$ cat config.mk
export PLATFORM = sky130hd
export DESIGN_NAME = sls_mem
export DESIGN_NICKNAME = d
export VERILOG_FILES = /design/src/design/sls_pkg.sv /design/src/design/sls_mem.sv
export SDC_FILE = /design/constraint.sdc
export NUM_CORES = 1
export LEC_CHECK = 0
export BUFFER_PORTS_ARGS = -buffer_cell sky130_fd_sc_hd__buf_2
export CORE_UTILIZATION = 56
export CTS_BUF_LIST = sky130_fd_sc_hd__clkbuf_4 sky130_fd_sc_hd__clkbuf_8
export DETAILED_ROUTE_END_ITERATION = 10
export GPL_TIMING_DRIVEN = 0
export PLACE_DENSITY = 0.73
export SYNTH_ARGS = -nofsm -noshare
export SYNTH_HDL_FRONTEND = slang
export SYNTH_SLANG_ARGS = --single-unit
$ cat constraint.sdc
create_clock -name clk -period 6.17 [get_ports clk]
set_input_delay 1.234 -clock clk [delete_from_list [all_inputs] [get_ports clk]]
set_output_delay 1.234 -clock clk [all_outputs]
set_load 0.03 [all_outputs]
$ cat src/design/sls_pkg.sv
// Shared types and constants for the shifting list store.
package sls_pkg;

	// Field widths fixed by the channel payloads
	localparam int CNT_W = 5;
	localparam int OP_W  = 3;
	localparam int ST_W  = 2;
	localparam int POS_W = 5;
	localparam int VAL_W = 32;

	// Operation codes
	localparam logic [OP_W-1:0] OP_INSERT = 3'd0;
	localparam logic [OP_W-1:0] OP_APPEND = 3'd1;
	localparam logic [OP_W-1:0] OP_DELETE = 3'd2;
	localparam logic [OP_W-1:0] OP_EDIT   = 3'd3;
	localparam logic [OP_W-1:0] OP_READ   = 3'd4;

	// Status codes
	localparam logic [ST_W-1:0] ST_DONE     = 2'd0;
	localparam logic [ST_W-1:0] ST_INVALID  = 2'd1;
	localparam logic [ST_W-1:0] ST_OVERFLOW = 2'd2;

	// Capacity after reset
	localparam logic [CNT_W-1:0] CAP_RESET = 5'd16;

	// Memory port strobes from the sequencer
	typedef struct packed {
		logic we;
		logic re;
	} mem_cmd_t;

endpackage

$ cat src/design/sls_mem.sv
// Entry storage: one write port and one registered read port.
module sls_mem import sls_pkg::*; #(
	parameter int DEPTH     = 16,
	parameter int WORD_BITS = 32,
	parameter int AW        = 4
) (
	input  logic                 clk,
	input  mem_cmd_t             cmd,
	input  logic [AW-1:0]        waddr,
	input  logic [WORD_BITS-1:0] wdata,
	input  logic [AW-1:0]        raddr,
	output logic [WORD_BITS-1:0] rdata
);

	logic [WORD_BITS-1:0] mem [DEPTH];
	logic [WORD_BITS-1:0] rdata_q;

	// Write one entry
	always_ff @(posedge clk) begin
		if (cmd.we) begin
			mem[waddr] <= wdata;
		end
	end

	// Read one entry; hold the data until the next read
	always_ff @(posedge clk) begin
		if (cmd.re) begin
			rdata_q <= mem[raddr];
		end
	end

	assign rdata = rdata_q;

endmodule

Word level (Yosys, flattened, before mapping). Memory sizes are Yosys's and may differ from the RTL's. A register that Yosys moved wholly into a read port is not among the register bits. Cells that the tools add are included.

Bits in registers: 0. Bits in latches: 0. RAM bits: 512. ROM bits: 0. Bits of input ports: 43. Word-level logic and storage cells: 3. Memories: 1.

Memory list: mem (words 16, bits a word 32, read ports 1, clocked after Yosys merged registers in 1, write ports 1, line sls_mem.sv:15) `logic [WORD_BITS-1:0] mem [DEPTH];`.

Add/subtract/negate cells: 0. $mul: 0. Div/mod/pow operators: 0. $lt $le $gt $ge: 0. Equality and inequality tests: 0. Shift-type cells: 0. Multiplexer cells: 2. Bitwise gates (word level): 0. Reduce and logical (&&, ||, !) cells: 0.

Operator list (count): two-way mux 1 bit (2).

Depth between registers and ports, before layout. Gate-level depths: netlist of the first run.

Depth in word-level cells: 2. Depth in mapped cells: 5. Gate-level depth less buffers: 3.

Worst setup path before layout of the first run. OpenSTA, ideal clock, no wires.

Kind: input to register. From: in waddr[2]. To: mem mem[0][0], enable pin. Library setup time: 461 ps. Data arrival time: 3952 ps. Required time: 5709 ps. Slack: 1756 ps. Stages: 2. Cells stage by stage: or3b_2 -> nor3_1.

RTL lines: start: declaration (line sls_mem.sv:9) `input logic [AW-1:0] waddr,`; end: declaration (line sls_mem.sv:15).

Straight into the memory's write port.

==> results.json, run 1 <==
{
  "outcome": "complete, but fails checks",
  "failing_checks": "DRC",
  "layout.area.seq_mm2": 0.0163,
  "worst-path-max-fanout": 10,
  "worstSetupEndpointType": "flip-flop",
  "finalNonFillerCells": 1542,
  "final.period_utilization": 0.428,
  "clock-skew-final_ps": 32.1,
  "area_delta_synth_final_pct": 15.3,
  "cp-start-kind": "input pin",
  "combPwrFrac": 0.054,
  "rr_worst_depth": 3,
  "hold_slack_ps": 737,
  "source_to_sink_clock_delay_at_the_later_pin_of_the_worst_skew_pair_ps": 620,
  "die_width_um": 192,
  "die_height_um": 192,
  "total_vias_in_the_final_route": 9640,
  "final_cell_mix": "edfxtp_1 (544), mux4_2 (128), clkbuf_8 (85)",
  "cell_with_the_largest_stage_delay_on_the_worst_path": "buf_1",
  "drv_cap": 0,
  "synth.net_count": 881,
  "worst-slew-pin-transition_ps": 1000,
  "detailedRoute.firstIterationViolations": 1145,
  "slowest_delay_ps": 750,
  "track_usage": 0.239,
  "clock-root-buffer": "clkbuf_8",
  "final_common_cell": "edfxtp_1",
  "drtAntennaViolNets": 0,
  "nNetsFinal": 1066,
  "placed_cells_incl_taps": 1398,
  "detailedPlacementHpwl_mm": 25.6,
  "critical_path.cell_chain": "buf_2 -> buf_1 -> mux4_2 -> a22oi_1 -> nand2_1",
  "core_area_mm2": 0.0355,
  "worst_ir_drop_vdd_v": 0.000170,
  "count_of_buffer_and_inverter_cells_on_the_critical_path": 2,
  "synth_cell_types": 17,
  "global_route.overflow_total": 0,
  "tritoncts": "yes",
  "cts_hold_buf": 0,
  "holdPathStages": 3,
  "cts_setup_buffers": 0,
  "io-pin-count": 75,
  "post_synth.cell_area_avg_um2": 24.1,
  "hold_removal_path_class": "flip-flop to flip-flop",
  "detail_route.vias_per_cell": 6.25,
  "achievable-frequency_ghz": 0.378,
  "syn_inst": 838,
  "worstPathRequired_ps": 6510,
  "r2r-start": "mem[3][22]",
  "first_pass_iters": 8,
  "timing.rr.end": "rdata[22]",
  "placed_area_mm2": 0.0216,
  "number_of_buffers_inserted_by_port_buffering": 72,
  "crit_type": "input pin to flip-flop",
  "final_core_utilization": 0.656,
  "routed_wl_mm": 41.9,
  "post_cts.resized_instances": 0,
  "worstHoldEndpoint": "rdata[9]",
  "p_seq_frac": 0.558,
  "grt_setup_unrepaired": "no",
  "clkPwrFrac": 0.388,
  "crit_path_start": "raddr[1]",
  "wirelength_per_cell_um": 27.2,
  "initial_core_util": 0.569,
  "number_of_antenna_violations_at_the_first_check_in_global_routing": 4,
  "final-hold-violation-count": 0,
  "leakage_nw": 7.50,
  "dieArea_mm2": 0.0368,
  "slew_viol_final": 0,
  "synth_area_mm2": 0.0202,
  "grt_pass1_wl_mm": 61.4,
  "place.gp.congestion": 0.713,
  "post-route-drc-count": 4,
  "cts_made_buffers": 84,
  "pwr_density_cell_mw_per_mm2": 322,
  "cp.arrival_ps": 2990,
  "rows": 69,
  "n_fill_cell": 2203,
  "clk_pin_slew_ps": 60,
  "p_switching_mw": 1.57,
  "first_global_vias": 9819,
  "clock-sinks": 544,
  "internal_power_mw": 5.93,
  "synth-seq-cells": 544,
  "worst_slew_margin_rel": 0.332,
  "switching_share": 0.209,
  "timing.critical_path.depth": 5,
  "maximum_number_of_pins_on_one_net_before_global_route_repair": 33,
  "cpLargestDelayFamily": "buffers and inverters",
  "clock_tree.htree_level_count": 3,
  "area_of_the_multi_input_gates_mm2": 0.00373,
  "synth_seq_area_share": 0.810,
  "final_period_minus_worst_setup_slack_ps": 2640,
  "drive_gt1_frac": 0.357,
  "layout.cell_area.non_filler_mm2": 0.0233,
  "r2r_setup_slack_ps": 4640,
  "setup_viol": 0,
  "max-clock-path-buffers": 3,
  "min_from": "mem[15][9]",
  "yosysWarningCount": 0
}
per-layer routing:
layer  GRT usage  up-vias  routed length, um
li1            -     3987                  -
met1       0.344     5071              17000
met2       0.371      509              20400
met3      0.0495       69               3720
met4      0.0763        4                798
met5           0        -                 17
kinds of logic after synthesis:
logic type      after synthesis  synth area share
mux                         128             0.143
simple gates                 59            0.0125
compound gates               64            0.0238
flops                       544             0.810
buf+inv                      43            0.0110
sequential cells by signal (all words and copies together) (netlist names):
register / count
rdata: 32
mem: 512
cell usage after synthesis:
| library cell | count | area share |
|---|---|---|
| edfxtp_1 | 544 | 0.81 |
| clkbuf_1 | 17 | 0.0032 |
| nand3_1 | 1 | 0.00025 |
| a22oi_1 | 64 | 0.024 |
| and2_1 | 1 | 0.00031 |
| nor2b_1 | 2 | 0.00062 |
| nor2_1 | 13 | 0.0024 |
| nor3_1 | 4 | 0.00099 |
| nand2_1 | 33 | 0.0061 |
| nand3b_1 | 2 | 0.00074 |
| buf_6 | 2 | 0.0011 |
| buf_4 | 11 | 0.0041 |
| mux4_2 | 128 | 0.14 |
| or3b_2 | 1 | 0.00043 |
| buf_1 | 9 | 0.0017 |
| buf_2 | 4 | 0.00099 |
| nand2b_1 | 2 | 0.00062 |
power by group through the flow:
stage | logic [mW] | registers (mW) | clock network (mW)
2_1_floorplan | 0.199 | 4.30 | 0
4_1_cts | 0.412 | 4.19 | 2.96
3_3_place_gp | 0.385 | 4.26 | 0
3_5_place_dp | 0.411 | 4.26 | 0
6_report | 0.407 | 4.18 | 2.91
5_1_grt | 0.435 | 4.19 | 3.11
stage by stage:
step / total power [mW] / TNS (ps) / worst slack [ps]
CTS: 7.56 / 0 / 3580
global placement: 4.65 / -77230 / -825
global route: 7.74 / 0 / 3510
floorplan: 4.50 / 0 / 1760
finish: 7.50 / 0 / 3530
detailed placement: 4.67 / 0 / 2910
worst max path at each step:
stage | slack [ps] | end
final | 3530 | rdata[12]
after global routing | 3510 | rdata[13]
after global placement | -830 | mem[0][2]
after floorplan | 1760 | mem[0][0]
after detailed placement | 2910 | rdata[28]
after CTS | 3580 | rdata[22]
layout make-up:
| cell class | count | share of cell area |
|---|---|---|
| multi-input combinational | 251 | 0.160 |
| clock buffer | 113 | 0.0593 |
| sequential | 544 | 0.702 |
| antenna | 2 | 0.000215 |
| buffer | 43 | 0.00957 |
| clock inverter | 29 | 0.0102 |
| timing repair buffer | 99 | 0.0334 |
| tap | 461 | 0.0248 |
worst register-to-register path, delay by kind of cell, from the launching register on:
kind / cells / cell delay (ps)
AO/OA/AOI/OAI: 1 / 230
flip-flops: 1 / 370
multiplexers: 1 / 480
AND/OR/NAND/NOR: 1 / 160
Note: power is estimated with default switching activity, not from simulation.
==> run 2: changes to the inputs <==
- PLACE_DENSITY: 0.73 -> 0.76
- clock period: 6.17 -> 2.4 ns (I/O delays scaled with it)
==> run 2 against run 1 <==
Net effect:
- the flow now finishes without violations
- design area is 0.22% lower
- global-route usage decreased by 0.58 points
- clock power grew 140%
- wire length fell by 2.0%
- cell count decreased by 0.52%
- register-to-register slack got worse by 3800 ps
- utilization fell by 0.14 points
==> results.json, run 2 (same netlist as run 1, synthesis figures left out) <==
{
  "outcome": "finished clean",
  "worstPathRequired_ps": 2700,
  "final_common_cell": "edfxtp_1",
  "placed_area_mm2": 0.0217,
  "number_of_buffers_inserted_by_port_buffering": 72,
  "post_cts.resized_instances": 0,
  "final.period_utilization": 0.801,
  "detail_route.vias_per_cell": 6.19,
  "cts_hold_buf": 0,
  "p_seq_frac": 0.573,
  "worst-slew-pin-transition_ps": 972,
  "drtAntennaViolNets": 0,
  "first_pass_iters": 5,
  "area_of_the_multi_input_gates_mm2": 0.00375,
  "dieArea_mm2": 0.0368,
  "p_switching_mw": 4.05,
  "switching_share": 0.216,
  "wirelength_per_cell_um": 26.7,
  "first_global_vias": 9753,
  "combPwrFrac": 0.056,
  "layout.area.seq_mm2": 0.0163,
  "track_usage": 0.233,
  "detailedRoute.firstIterationViolations": 1036,
  "number_of_antenna_violations_at_the_first_check_in_global_routing": 1,
  "rows": 69,
  "detailedPlacementHpwl_mm": 25.1,
  "drive_gt1_frac": 0.347,
  "die_height_um": 192,
  "pwr_density_cell_mw_per_mm2": 809,
  "total_power_mw": 18.8,
  "total_vias_in_the_final_route": 9489,
  "slowest_delay_ps": 520,
  "cpLargestDelayFamily": "buffers and inverters",
  "antenna_diode_count": 0,
  "clock-sinks": 544,
  "n_fill_cell": 2179,
  "final_core_utilization": 0.654,
  "final_cell_mix": "edfxtp_1 (544), mux4_2 (128), clkbuf_8 (84)",
  "area_delta_synth_final_pct": 15.1,
  "clkPwrFrac": 0.371,
  "worst_slew_margin_rel": 0.350,
  "max-clock-path-buffers": 3,
  "place.gp.congestion": 0.726,
  "io-pin-count": 75,
  "critical_path.cell_chain": "clkbuf_1 -> buf_2 -> mux4_2 -> a22oi_1 -> nand2_1",
  "grt_pass1_wl_mm": 60.4,
  "layout.cell_area.non_filler_mm2": 0.0232,
  "clock-skew-final_ps": 32.4,
  "cp.arrival_ps": 2230,
  "crit_type": "input pin to flip-flop",
  "core_area_mm2": 0.0355,
  "worst_ir_drop_vdd_v": 0.000810,
  "tritoncts": "yes",
  "final-hold-violation-count": 0,
  "routed_wl_mm": 41.0,
  "maximum_number_of_pins_on_one_net_before_global_route_repair": 33,
  "setup_tns_final_ps": 0,
  "worst-path-max-fanout": 10,
  "cp-start-kind": "input pin",
  "count_of_buffer_and_inverter_cells_on_the_critical_path": 2,
  "hold_removal_path_class": "input pin to flip-flop",
  "leakage_nw": 7.46,
  "internal_power_mw": 14.7,
  "clock_tree.htree_level_count": 3,
  "setup_viol": 0,
  "initial_core_util": 0.569,
  "nNetsFinal": 1056,
  "final_period_minus_worst_setup_slack_ps": 1920,
  "cts_setup_buffers": 0,
  "largest_register": "mem",
  "worstSetupEndpointType": "flip-flop",
  "grt_setup_unrepaired": "no",
  "cell_with_the_largest_stage_delay_on_the_worst_path": "clkbuf_1",
  "cts_made_buffers": 81,
  "source_to_sink_clock_delay_at_the_later_pin_of_the_worst_skew_pair_ps": 600,
  "global_route.overflow_total": 0,
  "clock-root-buffer": "clkbuf_8",
  "die_width_um": 192,
  "drv_cap": 0,
  "achievable-frequency_ghz": 0.520,
  "clk_pin_slew_ps": 60,
  "slew_viol_final": 0,
  "max_reg_flops": 512,
  "post-route-drc-count": 0,
  "hold_slack_ps": 247
}
run 2: layout make-up:
| class | instances | share of cell area |
|---|---|---|
| Sequential cell | 544 | 0.704 |
| Multi-Input combinational cell | 251 | 0.162 |
| Clock buffer | 109 | 0.0579 |
| Timing Repair Buffer | 92 | 0.0360 |
| Tap cell | 461 | 0.0249 |
| Buffer | 43 | 0.00960 |
| Clock inverter | 34 | 0.00625 |
run 2: final timing paths:
path                                 start          end  slack [ps]  cells past startpoint
worst max-delay path              raddr[1]    rdata[22]         480                      5
worst min-delay path             wdata[30]  mem[12][30]         250                      1
worst max register to register  mem[8][22]    rdata[22]         880                      3
worst min register to register  mem[14][9]     rdata[9]         750                      3
run 2: per-stage QoR:
| step | cells | setup WS (ps) |
|---|---|---|
| floorplan | 838 | -408 |
| global placement | 1371 | -1820 |
| detailed placement | 1391 | -92.3 |
| CTS | 1534 | 502 |
| global route | 1534 | 439 |
| finish | 1534 | 477 |
run 2: power groups by stage:
stage / sequential, mW / combinational, mW / clock, mW
after detailed placement: 11.0 / 1.06 / 0
final: 10.8 / 1.05 / 6.97
after floorplan: 11.0 / 0.515 / 0
after CTS: 10.8 / 1.06 / 7.08
after global placement: 10.9 / 0.984 / 0
after global routing: 10.8 / 1.12 / 7.49
run 2: routing by layer:
metal,global-route usage,share of wire,vias up,wire [um]
met1,0.335,0.40,4957,16500
met2,0.365,0.49,492,20000
met3,0.0471,0.090,73,3710
met4,0.0705,0.020,2,806
li1,-,-,3965,-
met5,0.00275,0.00032,-,13
run 2: worst register-to-register path: cells and delay by family, from the launching register on:
| family | cells | cell delay [ps] |
|---|---|---|
| flops | 1 | 370 |
| compound gates | 1 | 280 |
| mux | 1 | 470 |
| simple gates | 1 | 130 |
