$ cat config.mk
export PLATFORM = sky130hd
export DESIGN_NAME = sls_ctrl
export DESIGN_NICKNAME = d
export VERILOG_FILES = /design/src/design/sls_pkg.sv /design/src/design/sls_ctrl.sv
export SDC_FILE = /design/constraint.sdc
export NUM_CORES = 1
export LEC_CHECK = 0
export ABC_AREA = 0
export BUFFER_PORTS_ARGS = -buffer_cell sky130_fd_sc_hd__buf_2
export CAP_MARGIN = 10
export CORE_ASPECT_RATIO = 0.6
export CORE_MARGIN = 2
export CORE_UTILIZATION = 39
export DETAILED_ROUTE_END_ITERATION = 6
export GPL_TIMING_DRIVEN = 0
export PLACE_DENSITY = 0.66
export SETUP_SLACK_MARGIN = 0.5
export SLEW_MARGIN = 0
export SYNTH_ARGS = -nofsm -noshare
export SYNTH_HDL_FRONTEND = slang
export SYNTH_SLANG_ARGS = --single-unit
export TNS_END_PERCENT = 5
$ cat constraint.sdc
create_clock -name clk -period 6.8 [get_ports clk]
set_input_delay 1.36 -clock clk [delete_from_list [all_inputs] [get_ports clk]]
set_output_delay 1.36 -clock clk [all_outputs]
set_load 0.03 [all_outputs]
$ cat src/design/sls_pkg.sv
// Shared types and constants for the shifting list store.
package sls_pkg;

	// Field widths fixed by the channel payloads
	localparam int CNT_W = 5;
	localparam int OP_W  = 3;
	localparam int ST_W  = 2;
	localparam int POS_W = 5;
	localparam int VAL_W = 32;

	// Operation codes
	localparam logic [OP_W-1:0] OP_INSERT = 3'd0;
	localparam logic [OP_W-1:0] OP_APPEND = 3'd1;
	localparam logic [OP_W-1:0] OP_DELETE = 3'd2;
	localparam logic [OP_W-1:0] OP_EDIT   = 3'd3;
	localparam logic [OP_W-1:0] OP_READ   = 3'd4;

	// Status codes
	localparam logic [ST_W-1:0] ST_DONE     = 2'd0;
	localparam logic [ST_W-1:0] ST_INVALID  = 2'd1;
	localparam logic [ST_W-1:0] ST_OVERFLOW = 2'd2;

	// Capacity after reset
	localparam logic [CNT_W-1:0] CAP_RESET = 5'd16;

	// Memory port strobes from the sequencer
	typedef struct packed {
		logic we;
		logic re;
	} mem_cmd_t;

endpackage

$ cat src/design/sls_ctrl.sv
// Sequencer: checks each operation and moves entries one at a time through the memory.
module sls_ctrl import sls_pkg::*; #(
	parameter int WORD_BITS = 32,
	parameter int AW        = 4
) (
	input  logic                 clk,
	input  logic                 arst_n,
	input  logic                 cfg_we,
	input  logic [CNT_W-1:0]     cap_eff,
	input  logic                 in_valid,
	output logic                 in_ready,
	input  logic [OP_W-1:0]      in_op,
	input  logic [POS_W-1:0]     in_pos,
	input  logic [WORD_BITS-1:0] in_word,
	output logic                 out_valid,
	input  logic                 out_ready,
	output logic [VAL_W-1:0]     out_read_value,
	output logic [ST_W-1:0]      out_status,
	output logic [CNT_W-1:0]     out_fill_count,
	output logic                 out_is_full,
	output logic                 out_is_empty,
	output mem_cmd_t             mem_cmd,
	output logic [AW-1:0]        mem_waddr,
	output logic [WORD_BITS-1:0] mem_wdata,
	output logic [AW-1:0]        mem_raddr,
	input  logic [WORD_BITS-1:0] mem_rdata,
	input  logic [VAL_W-1:0]     rd_ext
);

	localparam logic [2:0] S_IDLE  = 3'd0;
	localparam logic [2:0] S_SH_RD = 3'd1;
	localparam logic [2:0] S_SH_WR = 3'd2;
	localparam logic [2:0] S_WRITE = 3'd3;
	localparam logic [2:0] S_READ  = 3'd4;
	localparam logic [2:0] S_FIN   = 3'd5;

	logic [2:0]           state_q;
	logic [OP_W-1:0]      op_q;
	logic [CNT_W-1:0]     pos_q;
	logic [WORD_BITS-1:0] word_q;
	logic [ST_W-1:0]      status_q;
	logic [CNT_W-1:0]     idx_q;
	logic [CNT_W-1:0]     stop_q;
	logic [CNT_W-1:0]     count_q;
	logic [CNT_W-1:0]     src;
	logic [CNT_W-1:0]     pos_in;
	logic                 load_out;

	logic                 out_valid_q;
	logic [VAL_W-1:0]     read_value_q;
	logic [ST_W-1:0]      status_out_q;
	logic [CNT_W-1:0]     fill_q;
	logic                 full_q;
	logic                 empty_q;

	assign pos_in = CNT_W'(in_pos);

	// Step the entry index: down for insert, up for delete
	assign src = (op_q == OP_INSERT) ? idx_q - CNT_W'(1) : idx_q + CNT_W'(1);

	assign in_ready = (state_q == S_IDLE);
	assign load_out = (state_q == S_FIN) && (!out_valid_q || out_ready);

	// Drive the memory port
	always_comb begin
		mem_cmd.re = (state_q == S_SH_RD) || (state_q == S_READ);
		mem_cmd.we = (state_q == S_SH_WR) || (state_q == S_WRITE);
		mem_raddr  = (state_q == S_READ) ? AW'(pos_q) : AW'(src);
		mem_waddr  = (state_q == S_SH_WR) ? AW'(idx_q) : AW'(pos_q);
		mem_wdata  = (state_q == S_SH_WR) ? mem_rdata : word_q;
	end

	// Sequence one operation
	always_ff @(posedge clk or negedge arst_n) begin
		if (!arst_n) begin
			state_q  <= S_IDLE;
			count_q  <= '0;
			op_q     <= OP_INSERT;
			status_q <= ST_DONE;
		end else if (cfg_we) begin
			count_q <= '0;
		end else begin
			case (state_q)
				S_IDLE: begin
					if (in_valid) begin
						op_q     <= in_op;
						pos_q    <= pos_in;
						word_q   <= in_word;
						status_q <= ST_DONE;
						idx_q    <= count_q;
						stop_q   <= pos_in;
						case (in_op)
							OP_INSERT: begin
								if (pos_in > count_q) begin
									status_q <= ST_INVALID;
									state_q  <= S_FIN;
								end else if (count_q >= cap_eff) begin
									status_q <= ST_OVERFLOW;
									state_q  <= S_FIN;
								end else if (pos_in == count_q) begin
									state_q <= S_WRITE;
								end else begin
									state_q <= S_SH_RD;
								end
							end
							OP_APPEND: begin
								pos_q <= count_q;
								if (count_q >= cap_eff) begin
									status_q <= ST_OVERFLOW;
									state_q  <= S_FIN;
								end else begin
									state_q <= S_WRITE;
								end
							end
							OP_DELETE: begin
								idx_q  <= pos_in;
								stop_q <= count_q - CNT_W'(1);
								if (pos_in >= count_q) begin
									status_q <= ST_INVALID;
									state_q  <= S_FIN;
								end else if (pos_in == count_q - CNT_W'(1)) begin
									count_q <= count_q - CNT_W'(1);
									state_q <= S_FIN;
								end else begin
									state_q <= S_SH_RD;
								end
							end
							OP_EDIT: begin
								if (pos_in >= count_q) begin
									status_q <= ST_INVALID;
									state_q  <= S_FIN;
								end else begin
									state_q <= S_WRITE;
								end
							end
							OP_READ: begin
								if (pos_in >= count_q) begin
									status_q <= ST_INVALID;
									state_q  <= S_FIN;
								end else begin
									state_q <= S_READ;
								end
							end
							default: begin
								status_q <= ST_INVALID;
								state_q  <= S_FIN;
							end
						endcase
					end
				end
				S_SH_RD: begin
					state_q <= S_SH_WR;
				end
				S_SH_WR: begin
					idx_q <= src;
					if (src != stop_q) begin
						state_q <= S_SH_RD;
					end else if (op_q == OP_INSERT) begin
						state_q <= S_WRITE;
					end else begin
						count_q <= count_q - CNT_W'(1);
						state_q <= S_FIN;
					end
				end
				S_WRITE: begin
					if (op_q == OP_INSERT || op_q == OP_APPEND) begin
						count_q <= count_q + CNT_W'(1);
					end
					state_q <= S_FIN;
				end
				S_READ: begin
					state_q <= S_FIN;
				end
				S_FIN: begin
					if (load_out) begin
						state_q <= S_IDLE;
					end
				end
				default: begin
					state_q <= S_IDLE;
				end
			endcase
		end
	end

	// Hold the finished result until the sink takes it
	always_ff @(posedge clk or negedge arst_n) begin
		if (!arst_n) begin
			out_valid_q <= 1'b0;
		end else if (load_out) begin
			out_valid_q <= 1'b1;
		end else if (out_ready) begin
			out_valid_q <= 1'b0;
		end
	end

	// Load the result payload
	always_ff @(posedge clk) begin
		if (load_out) begin
			if (op_q == OP_READ && status_q == ST_DONE) begin
				read_value_q <= rd_ext;
			end else if (op_q == OP_READ) begin
				read_value_q <= '1;
			end else begin
				read_value_q <= '0;
			end
			status_out_q <= status_q;
			fill_q       <= count_q;
			full_q       <= (count_q == cap_eff);
			empty_q      <= (count_q == '0);
		end
	end

	assign out_valid      = out_valid_q;
	assign out_read_value = read_value_q;
	assign out_status     = status_out_q;
	assign out_fill_count = fill_q;
	assign out_is_full    = full_q;
	assign out_is_empty   = empty_q;

endmodule

Word level (Yosys, flattened, before mapping)
Cells that the tools add are included.
Widths: inputs -> output; s select.
Storage, ports and cells
  bits in registers: 101
  latch bits: 0
  bits in writable memories: 0
  bits in read-only memories: 0
  logic and storage cells: 108
  memories kept: 0
Cells by class
  $add $sub $neg: 4
  multipliers: 0
  divide/modulo/power cells: 0
  magnitude comparators: 3
  eq/ne operators: 24
  shifts and indexed selects: 0
  multiplexer cells: 40
  bitwise gates (word level): 1
  reductions and logical operators: 22
Operators with widths (number)
  $mux 32: 3
  $mux 5: 12
  $mux 3: 10
  $pmux 3 s5: 2
  $eq 5x5->1: 3
  $pmux 5 s3: 1
  $eq 3x2->1 const B: 4
  $eq 3x3->1 const B: 4
  $mux 4: 3
  $ne 3x3->1 const B: 4
  $add 5x1->5 const B: 2
  $ge 5x5->1: 2
  $pmux 5 s2: 1
  $sub 5x1->5 const B: 2
  $eq 3x1->1 const B: 3
  $logic_not 3->1: 3
  $ne 3x2->1 const B: 3
  $reduce_and 4->1: 2
  $reduce_and 8->1: 1
  $mux 2: 3
  $pmux 2 s3: 1
  $reduce_and 3->1: 2
  $gt 5x5->1: 1
  $logic_not 5->1: 1
  other kinds (12): 21

Longest topological paths before layout
  word-level depth: 8
  mapped depth: 11

Worst setup path before layout
OpenSTA, ideal clock, no wires.
  kind: input port to flip-flop
  from: in out_ready
  to: reg fill_q[0] (netlist: out_fill_count[0]), enable pin
  library setup time: 0.499 ns
  data arrival time: 4.548 ns
  data required time: 6.301 ns
  path slack: 1.754 ns
  cell stages on the path: 2
  cell sequence: nand2b_1 -> nor3b_1
On the way
  cells in the longest elaborated chain, start to end: 2
Ends and longest elaborated chain
  from (decl): line sls_ctrl.sv:16  | input logic out_ready,
  $logic_or 1x1->1: line sls_ctrl.sv:62  | assign load_out = (state_q == S_FIN) && (!out_valid_q || out_ready);
  $logic_and 1x1->1: line sls_ctrl.sv:62
  named net load_out: line sls_ctrl.sv:47  | logic load_out;
  to (signal assigned): line sls_ctrl.sv:208  | fill_q <= count_q;
  to (decl): line sls_ctrl.sv:52  | logic [CNT_W-1:0] fill_q;
The timed path passes the listed nets, and every way through them passes these cells.
A chain may end at the register's enable or synchronous reset.

Final worst setup path
  from: reg state_q[0]
  to: out mem_wdata[22]
On the way
  cells in the longest elaborated chain, start to end: 2
Ends and longest elaborated chain
  from (decl): line sls_ctrl.sv:37  | logic [2:0] state_q;
  from (signal assigned): line sls_ctrl.sv:76  | state_q <= S_IDLE;
  from (signal assigned): line sls_ctrl.sv:96  | state_q <= S_FIN;
  from (signal assigned): line sls_ctrl.sv:99  | state_q <= S_FIN;
  $eq 3x2->1: line sls_ctrl.sv:70  | mem_wdata = (state_q == S_SH_WR) ? mem_rdata : word_q;
  $mux 32: line sls_ctrl.sv:70
  to (decl): line sls_ctrl.sv:24  | output logic [WORD_BITS-1:0] mem_wdata,
Every way passes these cells.

==> out/metrics.sh <==
OUTCOME='complete, no violations'
WORST_SLEW_PIN_SLEW_NS=0.935
GR-USAGE-ALL-LAYERS=0.180
SYNTHMUXAREASHARE=0.104
CRITICAL_PATH_PEAK_FANOUT=10
AVGROUTEDWIREPERCELL_UM=16.0
INITIAL_UTILIZATION=0.402
SYNTH.CELL_AREA_UM2=5180
MAXCLOCKFREQUENCY_MHz=223
LAYOUT-DRIVE-GT1-SHARE=0.443
YOSYS.AREA_SHARE.ADDER=0.0362
FINALWORSTPATHREQUIREDPERIOD_NS=4.48
VIA_PER_INST=5.04
HOLDBUFCOUNTCTS=0
DIE_X_UM=153
SYNTH_FP_NETS=541
RELATIVE_AREA_CHANGE_FROM_SYNTHESIS_TO_FINAL_LAYOUT_PCT=30.2
CLOCK-SINKS=101
UNREPAIRED_SETUP_ENDPOINTS_AFTER_GLOBAL_ROUTING='no'
SYNTH_MOST_COMMON_CELL='edfxtp_1'
FINAL_CORE_UTILIZATION=0.524
CRITPATHARRIVALTIME_NS=3.12
SYNTHFLOPTYPE='edfxtp_1'
VIA_COUNT=4021
SYNTH_TOP_AREA_FRAC=0.504
DETAILEDPLACEMENTHPWL_MM=10.1
PLACEMENT_ROWS=32
FIN_AREA_UM2=6750
SETUP.WORST_PATH.END_CLASS='primary output'
DRTPASS1ITERATIONS=5
DRTANTENNAVIOLNETS=0
GRT.OVERFLOW.TOTAL=0
DIE-AREA_UM2=14300
CAP_VIOL_MAX_COUNT=0
WORST_CLOCK_SKEW_NS=0.00678
CORE_REGION_AREA_UM2=12900
LARGEST_NET_DEGREE_AT_THE_START_OF_GLOBAL_ROUTING=34
WORST_HOLD_PATH_TYPE='reg -> reg'
SYN_AVG_CELL_AREA_UM2=12.6
SYNTH_XOR_XNOR_AREA_SHARE=0.0369
REG2REG_SETUP_SLACK_NS=3.82
CLK_PIN_SLEW_WORST_PATHS_NS=0.07
FINISH.NET_COUNT=752
SLEW-LIMIT-HEADROOM=0.374
COMPOUND_GATE_FRACTION_OF_SYNTH_AREA=0.123
BOUNDARYPINS=199
CLOCKBUFFERDEPTH=2
SYNTHDOMINANTAREACELLTYPE='edfxtp_1'
SLEW_VIOLATIONS=0
CRITICAL_PATH_REQUIRED_NS=5.44
PLACE_CONGESTION=0.905
VIA_COUNT_OF_THE_FIRST_GLOBAL_ROUTING_PASS=3848
FIN_TOTAL_PWR_mW=2.83
TRITONCTS='done'
WORST-SETUP-PATH-TYPE='reg -> out'
CTS_BUFS_INSERTED=9
POWER_DENSITY_nW_PER_UM2=419
WORSTREGTOREGCELLS=11
SYNTH_SIMPLE_GATE_AREA_SHARE=0.0965
CELL_COUNT_OF_THE_WORST_HOLD_PATH=0
FINAL-HOLD-VIOLATION-COUNT=0
ASYNC_RESET_FF_FRAC=0.139
GRT_ANTENNA_BEFORE_REPAIR=0
PLACE_WORST_SETUP_SLACK_NS=2.70
NETLIST_INSTANCES=412
POST_SYNTH_MAIN_AREA_CONTRIBUTORS='edfxtp_1 50%, mux2_2 9.8%, dfrtp_1 6.8%'
POST-ROUTE-PERIOD-UTIL=0.659
DIE_H_UM=93.3
SETUP-VIOLATIONS-FINAL=0
CTS_RESIZED=0
GRT_PASS1_WL_MM=20.1
VDD_IR_DROP_MAX_uV=188
POST_SYNTH_MOST_FREQUENT_CELLS='87 x edfxtp_1, 45 x mux2_2, 32 x o21a_1'
DETAIL_ROUTE.ITER0.VIOLATIONS=320
P_LEAK_nW=2.82
TOTALNEGATIVESETUPSLACK_NS=0
DETAILED_PLACE.AREA_UM2=6450
SEQUENTIAL_AREA_SHARE_AFTER_SYNTHESIS=0.571
DRT_DRC_VIOLATIONS_LEFT=0
YS_FF_LATCH=101
SYNTH.YOSYS.WARNINGS=0
INSERTEDDIODECOUNT=0
NUMPORTBUFFERS=196
WORSTSETUPSTARTPOINTTYPE='register'
MAIN_COMBINATIONAL_CELL_FAMILY_BY_AREA_AFTER_SYNTHESIS='compound AO/OA/AOI/OAI gates'
CTS.REPAIR_TIMING.SETUP_BUFFER_COUNT=0
SYNTH_CELL_TYPE_COUNT=56
CTS-HTREE-LEVELS=3
NUMBER_OF_FLOPS_MAPPED_TO_ENABLE_CELLS_BY_YOSYS=87
CLOCK-ROOT-BUFFER='clkbuf_16'
POSTROUTEWIRELENGTH_MM=12.8
FIN_WS_NS=2.32
CLOCK_LATENCY_NS=0.34
## power breakdown
group	internal, mW	switching [mW]	total [mW]	leakage [nW]
logic	0.507	0.874	1.38	1.69
clock network	0.304	0.215	0.519	0.149
registers	0.854	0.0742	0.928	0.983
## metal layers
layer | share of wire | GRT usage | routed length (um) | vias to the layer above
met2 | 0.44 | 0.269 | 5640 | 158
met4 | 0.012 | 0.0525 | 157 | 0
met1 | 0.47 | 0.259 | 6010 | 1897
met5 | 0 | 0 | 0 | -
met3 | 0.077 | 0.0463 | 988 | 15
li1 | - | - | - | 1951
## state kept, by name, indices dropped and copies added, names as in the netlist, 4 cells and up
register / cells
count_q: 5
idx_q: 5
out_fill_count: 5
out_read_value: 32
pos_q: 4
stop_q: 5
word_q: 32
## worst paths after layout
kind                                                 to                     from
worst min register to register  out_status[1]$_DFFE_PP_  status_q[1]$_DFFE_PN0P_
min in group asynchronous        count_q[4]$_DFFE_PN0P_                   arst_n
max in group asynchronous        state_q[1]$_DFFE_PN0P_                   arst_n
worst max-delay path                      mem_wdata[22]   state_q[0]$_DFFE_PN0P_
worst max register to register   count_q[3]$_DFFE_PN0P_      op_q[1]$_DFFE_PN0P_
worst min-delay path            out_status[1]$_DFFE_PP_  status_q[1]$_DFFE_PN0P_
## cell type report
cell class,instances,area (um2)
fillers,1141,6140
clock buffers,12,256
well taps,170,213
clock inverters,4,47.5
inverters,15,61.3
flip-flops and latches,101,2960
repair buffers,200,1040
multi-input cells,272,2070
plain buffers,24,104
## logic make-up (layout without fill, tap and decap cells)
family,Yosys count,in the layout
adder cells (fa/ha/maj),15,15
buffers and inverters,39,255
flip-flops,101,101
multiplexers,48,48
XOR/XNOR,21,21
AND/OR/NAND/NOR,96,96
AO/OA/AOI/OAI,92,92
## placed cells by master, fill, tap and decap left out, types with 5 or more instances in the layout
cell type	count
nand2_1	23
nor3b_1	5
xnor2_1	15
ha_1	15
nor2_1	24
o21ai_0	21
o21a_1	32
a21oi_1	14
dfrtp_1	14
inv_1	14
mux2_2	45
clkbuf_1	18
nand3_1	7
edfxtp_1	87
xor2_1	5
clkbuf_16	9
buf_2	201
a21o_1	5
## critical path: stages, from the launching register on
cell and delay (ns):
dfrtp_1 0.41, buf_1 0.24, nor3b_1 0.72, clkbuf_1 0.50
buf_2 0.35, mux2_2 0.38, buf_2 0.18
## per-stage QoR
stage	hold slack (ns)	cells
floorplan	0.439	412
global placement	0.457	778
detailed placement	0.470	782
CTS	0.483	798
global route	0.502	798
finish	0.477	798
(Power assumes the default switching activity.)
